==> config.mk <==
export PLATFORM = sky130hd
export DESIGN_NAME = ordered_list_store_flat
export DESIGN_NICKNAME = d
export VERILOG_FILES = /design/src/hw/rtl/ols_pkg.sv /design/src/hw/rtl/ols_if.sv /design/src/hw/rtl/ordered_list_store.sv /design/src/hw/rtl/ols_cell.sv /design/src/flat_wrapper.sv
export SDC_FILE = /design/constraint.sdc
export NUM_CORES = 2
export LEC_CHECK = 0
export BUFFER_PORTS_ARGS = -buffer_cell sky130_fd_sc_hd__buf_2
export CORE_MARGIN = 4
export CORE_UTILIZATION = 40
export CTS_BUF_LIST = sky130_fd_sc_hd__clkbuf_16
export DETAILED_ROUTE_END_ITERATION = 10
export GPL_TIMING_DRIVEN = 1
export PLACE_DENSITY = 0.59
export SLEW_MARGIN = 20
export SYNTH_ARGS = -nofsm -noshare
export SYNTH_HDL_FRONTEND = slang
export SYNTH_HIERARCHICAL = 1
export SYNTH_SLANG_ARGS = --single-unit
export TNS_END_PERCENT = 5
==> constraint.sdc <==
create_clock -name clk -period 24.5 [get_ports clk]
set_input_delay 1.225 -clock clk [delete_from_list [all_inputs] [get_ports clk]]
set_output_delay 1.225 -clock clk [all_outputs]
set_load 0.01 [all_outputs]
==> src/hw/rtl/ols_pkg.sv <==
// ----------------------------------------------------------------------------
// ols_pkg: shared types and codes for the ordered list store
// Opcodes, status codes, field widths and the per-cell command struct.
// ----------------------------------------------------------------------------
`default_nettype none

package ols_pkg;

	localparam int OPC_W  = 3;
	localparam int ST_W   = 2;
	localparam int WORD_W = 32;

	// Operation codes
	localparam logic [OPC_W-1:0] OP_INSERT_AT   = 3'd0;
	localparam logic [OPC_W-1:0] OP_INSERT_HEAD = 3'd1;
	localparam logic [OPC_W-1:0] OP_INSERT_TAIL = 3'd2;
	localparam logic [OPC_W-1:0] OP_REMOVE_AT   = 3'd3;
	localparam logic [OPC_W-1:0] OP_READ_AT     = 3'd4;
	localparam logic [OPC_W-1:0] OP_REPLACE_AT  = 3'd5;
	localparam logic [OPC_W-1:0] OP_CLEAR       = 3'd6;

	// Status codes
	localparam logic [ST_W-1:0] ST_OK    = 2'd0;
	localparam logic [ST_W-1:0] ST_FULL  = 2'd1;
	localparam logic [ST_W-1:0] ST_EMPTY = 2'd2;
	localparam logic [ST_W-1:0] ST_RANGE = 2'd3;

	// Broadcast to every cell; at most one bit set per cycle
	typedef struct packed {
		logic shift_up;    // open a slot at pos, load value there
		logic shift_down;  // close the slot at pos
		logic write;       // overwrite the entry at pos
	} ols_cmd_t;

endpackage

`default_nettype wire

==> src/hw/rtl/ols_if.sv <==
// ----------------------------------------------------------------------------
// ols_if: request and response channels of the ordered list store
// Valid/ready channels; an item moves when valid and ready are both high.
// ----------------------------------------------------------------------------
`default_nettype none

interface ols_req_if import ols_pkg::*; #(
	parameter int POS_W = 5
) ();
	logic                     valid;
	logic                     ready;
	logic [OPC_W-1:0]         opcode;
	logic [POS_W-1:0]         position;
	logic signed [WORD_W-1:0] value;

	modport source (output valid, opcode, position, value, input ready);
	modport sink   (input valid, opcode, position, value, output ready);
endinterface

interface ols_rsp_if import ols_pkg::*; #(
	parameter int POS_W = 5
) ();
	logic                     valid;
	logic                     ready;
	logic signed [WORD_W-1:0] data;
	logic [ST_W-1:0]          status;
	logic [POS_W-1:0]         length;

	modport source (output valid, data, status, length, input ready);
	modport sink   (input valid, data, status, length, output ready);
endinterface

`default_nettype wire

==> src/hw/rtl/ordered_list_store.sv <==
// ----------------------------------------------------------------------------
// ordered_list_store: bounded ordered list of signed 32-bit words
// Positional insert and remove over a row of shifting cells.
// ----------------------------------------------------------------------------
// Usage:
//   req carries opcode, position and value; rsp returns data, status and the
//   list length after the operation. Every request item yields exactly one
//   response item.
//   The list lives in DEPTH cells; an insert or remove shifts all cells
//   above the position by one slot in a single cycle, each cell loading from
//   its neighbor. Reads select the addressed cell onto an OR bus.
//   The response is registered and valid in the cycle after the
//   request is taken. Throughput: one item per cycle while rsp.ready is high,
//   set by the single update of the cell row and the length counter per cycle.
//   Stall: the output register holds its item while rsp.ready is low; a new
//   request is taken only when that register is empty or being drained.
//   Reset: clears the length to zero and empties the output register; the
//   cell contents are not cleared and are reachable only once rewritten.
//   position and length are $clog2(DEPTH+1) bits wide; channel instances
//   must use that width.
// ----------------------------------------------------------------------------
`default_nettype none

module ordered_list_store import ols_pkg::*; #(
	parameter int DEPTH = 16
) (
	input  logic   clk,
	input  logic   arst_n,
	ols_req_if.sink   req,
	ols_rsp_if.source rsp
);

	localparam int               CNT_W     = $clog2(DEPTH + 1);
	localparam logic [CNT_W-1:0] DEPTH_CNT = CNT_W'(DEPTH);

	logic              acc;
	logic [CNT_W-1:0]  count_q;
	logic [CNT_W-1:0]  count_d;
	logic [CNT_W-1:0]  pos_in;
	logic [CNT_W-1:0]  eff_pos;
	logic [ST_W-1:0]   st;
	logic              rd_sel;
	ols_cmd_t          cmd;
	logic [WORD_W-1:0] rd_or;
	logic [WORD_W-1:0] entry_w [DEPTH];
	logic [WORD_W-1:0] rd_w [DEPTH];

	logic              out_valid_q;
	logic [WORD_W-1:0] out_data_q;
	logic [ST_W-1:0]   out_status_q;
	logic [CNT_W-1:0]  out_length_q;

	assign req.ready = !out_valid_q || rsp.ready;
	assign acc       = req.valid && req.ready;
	assign pos_in    = req.position;

	// position actually used by the operation
	always_comb begin
		eff_pos = pos_in;
		if (req.opcode == OP_INSERT_HEAD) begin
			eff_pos = '0;
		end else if (req.opcode == OP_INSERT_TAIL) begin
			eff_pos = count_q;
		end
	end

	// decode: status, next length, cell command
	always_comb begin
		st      = ST_OK;
		count_d = count_q;
		rd_sel  = 1'b0;
		cmd     = '0;
		unique case (req.opcode) inside
			OP_INSERT_AT, OP_INSERT_HEAD, OP_INSERT_TAIL: begin
				if (count_q == DEPTH_CNT) begin
					st = ST_FULL;
				end else if (eff_pos > count_q) begin
					st = ST_RANGE;
				end else begin
					cmd.shift_up = acc;
					count_d      = count_q + 1'b1;
				end
			end
			OP_REMOVE_AT, OP_READ_AT, OP_REPLACE_AT: begin
				if (count_q == '0) begin
					st = ST_EMPTY;
				end else if (eff_pos >= count_q) begin
					st = ST_RANGE;
				end else if (req.opcode == OP_REMOVE_AT) begin
					cmd.shift_down = acc;
					rd_sel         = 1'b1;
					count_d        = count_q - 1'b1;
				end else if (req.opcode == OP_READ_AT) begin
					rd_sel = 1'b1;
				end else begin
					cmd.write = acc;
				end
			end
			OP_CLEAR: begin
				count_d = '0;
			end
			default: begin
			end
		endcase
	end

	// row of cells, each wired to its neighbors
	for (genvar i = 0; i < DEPTH; i++) begin : g_cell
		logic [WORD_W-1:0] left_w;
		logic [WORD_W-1:0] right_w;

		if (i == 0) begin : g_first
			assign left_w = req.value;
		end else begin : g_mid_l
			assign left_w = entry_w[i-1];
		end

		if (i == DEPTH - 1) begin : g_last
			assign right_w = entry_w[i];
		end else begin : g_mid_r
			assign right_w = entry_w[i+1];
		end

		ols_cell #(
			.CNT_W (CNT_W),
			.INDEX (i)
		) u_cell (
			.clk   (clk),
			.cmd   (cmd),
			.pos   (eff_pos),
			.value (req.value),
			.left  (left_w),
			.right (right_w),
			.entry (entry_w[i]),
			.rd    (rd_w[i])
		);
	end

	// read bus: at most one cell is addressed
	always_comb begin
		rd_or = '0;
		for (int i = 0; i < DEPTH; i++) begin
			rd_or = rd_or | rd_w[i];
		end
	end

	// length counter
	always_ff @(posedge clk or negedge arst_n) begin
		if (!arst_n) begin
			count_q <= '0;
		end else if (acc) begin
			count_q <= count_d;
		end
	end

	// output register
	always_ff @(posedge clk or negedge arst_n) begin
		if (!arst_n) begin
			out_valid_q <= 1'b0;
		end else if (acc) begin
			out_valid_q <= 1'b1;
		end else if (rsp.ready) begin
			out_valid_q <= 1'b0;
		end
	end

	always_ff @(posedge clk) begin
		if (acc) begin
			out_data_q   <= rd_sel ? rd_or : '0;
			out_status_q <= st;
			out_length_q <= count_d;
		end
	end

	assign rsp.valid  = out_valid_q;
	assign rsp.data   = out_data_q;
	assign rsp.status = out_status_q;
	assign rsp.length = out_length_q;

	// length never passes the capacity
	a_count_bound: assert property (@(posedge clk) disable iff (!arst_n)
		count_q <= DEPTH_CNT)
		else $error("list length above capacity");

	// a pending response reports the current length
	a_len_match: assert property (@(posedge clk) disable iff (!arst_n)
		out_valid_q |-> out_length_q == count_q)
		else $error("response length differs from list length");

	// rejected operations leave the length alone
	a_reject_hold: assert property (@(posedge clk) disable iff (!arst_n)
		(acc && st != ST_OK) |=> $stable(count_q))
		else $error("rejected item changed the length");

	// full is reported only on a full list
	a_full_only: assert property (@(posedge clk) disable iff (!arst_n)
		(acc && st == ST_FULL) |-> count_q == DEPTH_CNT)
		else $error("full status on a list with room");

	// at most one cell command per cycle
	a_cmd_onehot: assert property (@(posedge clk) disable iff (!arst_n)
		$onehot0(cmd))
		else $error("conflicting cell commands");

endmodule

`default_nettype wire

==> src/hw/rtl/ols_cell.sv <==
// ----------------------------------------------------------------------------
// ols_cell: one slot of the list
// Holds one word and takes it from its left or right neighbor, from the
// request value, or keeps it, as the broadcast command and its index decide.
// ----------------------------------------------------------------------------
`default_nettype none

module ols_cell import ols_pkg::*; #(
	parameter int CNT_W = 5,
	parameter int INDEX = 0
) (
	input  logic              clk,
	input  ols_cmd_t          cmd,
	input  logic [CNT_W-1:0]  pos,
	input  logic [WORD_W-1:0] value,
	input  logic [WORD_W-1:0] left,
	input  logic [WORD_W-1:0] right,
	output logic [WORD_W-1:0] entry,
	output logic [WORD_W-1:0] rd
);

	localparam logic [CNT_W-1:0] MY_POS = CNT_W'(INDEX);

	logic              hit;
	logic              above;
	logic [WORD_W-1:0] entry_q;
	logic [WORD_W-1:0] entry_d;

	assign hit   = (pos == MY_POS);
	assign above = (MY_POS > pos);

	// next word for this slot
	always_comb begin
		entry_d = entry_q;
		if (cmd.shift_up) begin
			if (above) begin
				entry_d = left;
			end else if (hit) begin
				entry_d = value;
			end
		end else if (cmd.shift_down) begin
			if (above || hit) begin
				entry_d = right;
			end
		end else if (cmd.write && hit) begin
			entry_d = value;
		end
	end

	always_ff @(posedge clk) begin
		entry_q <= entry_d;
	end

	assign entry = entry_q;
	// only the addressed cell drives the read bus
	assign rd    = hit ? entry_q : '0;

endmodule

`default_nettype wire

==> src/flat_wrapper.sv <==
// flat-port wrapper written by rule: the top's interface ports become plain ports
module ordered_list_store_flat import ols_pkg::*;
#(
	parameter int DEPTH = 16
)
  (clk, arst_n, req_valid, req_opcode, req_position, req_value, req_ready, rsp_valid, rsp_data, rsp_status, rsp_length, rsp_ready);
  ols_req_if #(.POS_W(($clog2((16) + 1)))) req_i ();
  ols_rsp_if #(.POS_W(($clog2((16) + 1)))) rsp_i ();
  input  logic clk;
  input  logic arst_n;
  input wire logic [$bits(req_i.valid)-1:0] req_valid;
  input wire logic [$bits(req_i.opcode)-1:0] req_opcode;
  input wire logic [$bits(req_i.position)-1:0] req_position;
  input wire logic [$bits(req_i.value)-1:0] req_value;
  output wire logic [$bits(req_i.ready)-1:0] req_ready;
  output wire logic [$bits(rsp_i.valid)-1:0] rsp_valid;
  output wire logic [$bits(rsp_i.data)-1:0] rsp_data;
  output wire logic [$bits(rsp_i.status)-1:0] rsp_status;
  output wire logic [$bits(rsp_i.length)-1:0] rsp_length;
  input wire logic [$bits(rsp_i.ready)-1:0] rsp_ready;
  assign req_i.valid = req_valid;
  assign req_i.opcode = req_opcode;
  assign req_i.position = req_position;
  assign req_i.value = req_value;
  assign req_ready = req_i.ready;
  assign rsp_valid = rsp_i.valid;
  assign rsp_data = rsp_i.data;
  assign rsp_status = rsp_i.status;
  assign rsp_length = rsp_i.length;
  assign rsp_i.ready = rsp_ready;
  ordered_list_store #(.DEPTH(DEPTH)) u_core (.clk(clk), .arst_n(arst_n), .req(req_i), .rsp(rsp_i));
endmodule
==> flow_summary_export.csv <==
group,metric,value,unit
floorplan,start_util,0.404,
global_route,globalRouteMet2Util,0.449,
clock_tree,cts_tree,"done",
timing,fin_crit_sh,0.333,
clock_tree,cts_setup_buffers,0,
floorplan,die_area,0.103,mm²
placement,placement.cell_area,0.0400,mm²
finish,syn_to_final_growth,7.95,%
global_route,grt_usage,0.288,
timing,rsz0062_at_grt,"false",
logic_synthesis,syn-cell-area,0.0391,mm²
global_route,busiest_layer,"met2",
logic_synthesis,yosys.area.top_type_share,0.423,
power,ir_drop,0.0447,mV
timing,maxSlewHeadroom,0.193,
timing,finalSetupViolCount,0,
logic_synthesis,synth_seq_cells,557,
timing,worst_pin_slew,1.21,ns
logic_synthesis,synth_edf_count,551,
setup_path,worstPathRequired,24.85,ns
routing,wl_per_cell,29.8,µm
timing,fin_worst_skew,0.0409,ns
routing,num_vias,34545,
floorplan,fp.dieW,321,µm
routing,ant_nets,0,
routing,first_pass_iters,6,
power,p_per_area,71.8,mW/mm²
clock_tree,clk_pin_slew,0.06,ns
placement,gp_congestion,0.851,
clock_tree,ctsHoldBuffers,0,
clock_tree,clk_path_buf_depth,3,
routing,drt-total-wl,155000,µm
logic_synthesis,yosys-top-cells-count,"nand2_1, edfxtp_1, and2_1, nor2b_1, a211oi_1",
floorplan,core_area,0.0969,mm²
timing,worst_slack,16.35,ns
routing,viasPerCell,6.65,
setup_path,reg2reg_depth,14,
timing,clock.fmax,123,MHz
floorplan,io_pins,85,
global_route,antenna_found_initial,10,
routing,drcViolationCount,0,
logic_synthesis,synth-async-reset-ratio,0.0108,
timing,slew_violations,0,
global_route,grt_pass1_vias,32232,
routing,drtIter0Drc,4766,
finish,final_nets,3910,
logic_synthesis,yosysMostFrequentCell,"nand2_1",
logic_synthesis,syn-num-nets,4035,
logic_synthesis,synth_top_cell_by_area,"edfxtp_1",
clock_tree,cts_root_buf,"clkbuf_16",
global_route,grt_max_degree,190,
floorplan,die_y,321,µm
power,power_leakage,14.5,nW
finish,fill_cells,9203,
finish,regArea,0.0167,mm²
finish,drive_gt1_frac,0.123,
min_path,hold_path.class,"in2async",
setup_path,crit_type,"in2reg",
global_route,gr-usage-met1,0.382,
logic_synthesis,synthFlopType,"edfxtp_1",
placement,hpwlAfterDp,83200,µm
run,cap_violations,0,
clock_tree,cts_num_sinks,557,
timing,tns,0,ns
clock_tree,insertion_delay,0.64,ns
finish,multiInputGateArea,0.0204,mm²
logic_synthesis,syn_avg_cell_area,9.81,µm²
logic_synthesis,synth.yosys.warnings,6,
clock_tree,post_cts_resized,0,
floorplan,fp-row-count,114,
timing,hold_viol,0,
global_route,met3_usage,0.0545,
logic_synthesis,ys_types,112,
finish,fin_area,0.0422,mm²
setup_path,crit_path_end_kind,"flip-flop",
status,status,"complete, no violations",
clock_tree,cts_buffers,71,
setup_path,crit_path_max_fanout,189,
clock_tree,ctsHtreeMaxLevel,3,
logic_synthesis,synth_cells,3984,
placement,io_buffers,84,
logic_synthesis,synthTopCellsByArea,"edfxtp_1, and2_1, nand2_1, a211oi_1, nor2b_1",
setup_path,arrival,8.50,ns
timing,hold_ws,0.452,ns
placement,dp_slack,15.96,ns
timing,finalCriticalPeriod,8.15,ns
setup_path,start_kind,"primary input",
global_route,grt_pass1_wl,222000,µm
global_route,grt_overflow,0,
logic_synthesis,yosysSeqAreaShare,0.427,
==> cell usage in the layout, fill, tap and decap left out, types with 34 or more instances in the layout <==
| cell | instances |
|---|---|
| a211oi_1 | 262 |
| a22oi_1 | 67 |
| a31oi_1 | 257 |
| and2_1 | 390 |
| and3_1 | 131 |
| buf_2 | 84 |
| buf_4 | 92 |
| clkbuf_16 | 72 |
| edfxtp_1 | 551 |
| mux2i_1 | 125 |
| nand2_1 | 584 |
| nand3_1 | 98 |
| nor2_1 | 51 |
| nor2b_1 | 268 |
| nor4_1 | 130 |
| o211ai_1 | 34 |
| o221a_1 | 120 |
==> worst paths after layout <==
path,from,to,slack [ns]
worst max-delay path,req_opcode[0],u_core/g_cell[10].u_cell/entry[13]$_DFFE_PP_,16.35
worst min-delay path,arst_n,u_core/count_q[0]$_DFFE_PN0P_,0.45
worst max register to register,u_core/count_q[4]$_DFFE_PN0P_,u_core/g_cell[10].u_cell/entry[13]$_DFFE_PP_,16.96
worst min register to register,u_core/rsp.valid$_DFFE_PN0P_,u_core/rsp.valid$_DFFE_PN0P_,0.57
max in group asynchronous,arst_n,u_core/count_q[1]$_DFFE_PN0P_,23.87
min in group clk,u_core/rsp.valid$_DFFE_PN0P_,u_core/rsp.valid$_DFFE_PN0P_,0.57
==> per-stage QoR <==
stage,util,cells,total power [mW]
global route,0.436,5187,3.13
CTS,0.436,5186,3.02
detailed placement,0.413,5061,1.97
floorplan,-,3984,1.71
global placement,0.413,5061,1.96
finish,0.436,5191,3.03
==> cells by family after synthesis <==
logic type / count (synthesis) / share of synthesized area
compound gates: 973 / 0.198
fa+ha+maj: 7 / 0.00224
buf+inv: 401 / 0.0602
flops: 557 / 0.427
mux: 157 / 0.0412
simple gates: 1889 / 0.271
==> final cells by class <==
| class | instances | share of cell area |
|---|---|---|
| multi-input cells | 3026 | 0.484 |
| flip-flops and latches | 557 | 0.396 |
| clock buffers | 72 | 0.0427 |
| well taps | 1276 | 0.0378 |
| repair buffers | 178 | 0.0271 |
| clock inverters | 53 | 0.0101 |
| inverters | 25 | 0.00228 |
| diodes | 4 | 0.000237 |
==> flip-flops by register name (all words and copies together), names as in the netlist <==
register,cells
u_core/count_q,5
u_core/g_cell.u_cell/entry,512
u_core/rsp.data,32
u_core/rsp.length,5
u_core/rsp.status,2
u_core/rsp.valid,1
==> per-layer routing <==
layer,vias to the layer above,part of all wire
met1,16871,0.39
met4,4,0.058
met3,547,0.11
met5,-,0.00018
li1,14979,-
met2,2144,0.44
==> critical path, cell delays in order <==
cell      delay (ns)
buf_2           0.18
nor2_1          0.28
a22oi_1         0.17
o21ai_4         0.14
buf_4           0.76
ha_1            0.42
and4_1          0.27
a221oi_2        0.74
nand3_1         0.31
nor2_4          0.72
buf_12          0.72
buf_4           0.78
buf_4           0.93
mux2i_1         0.29
nor2_1          0.06
a221o_1         0.29
==> power breakdown <==
group | internal, mW | switching, mW
combinational | 0.245 | 0.550
sequential | 1.14 | 0.0415
clock | 0.606 | 0.445
Power figures use the tool's default switching activity.
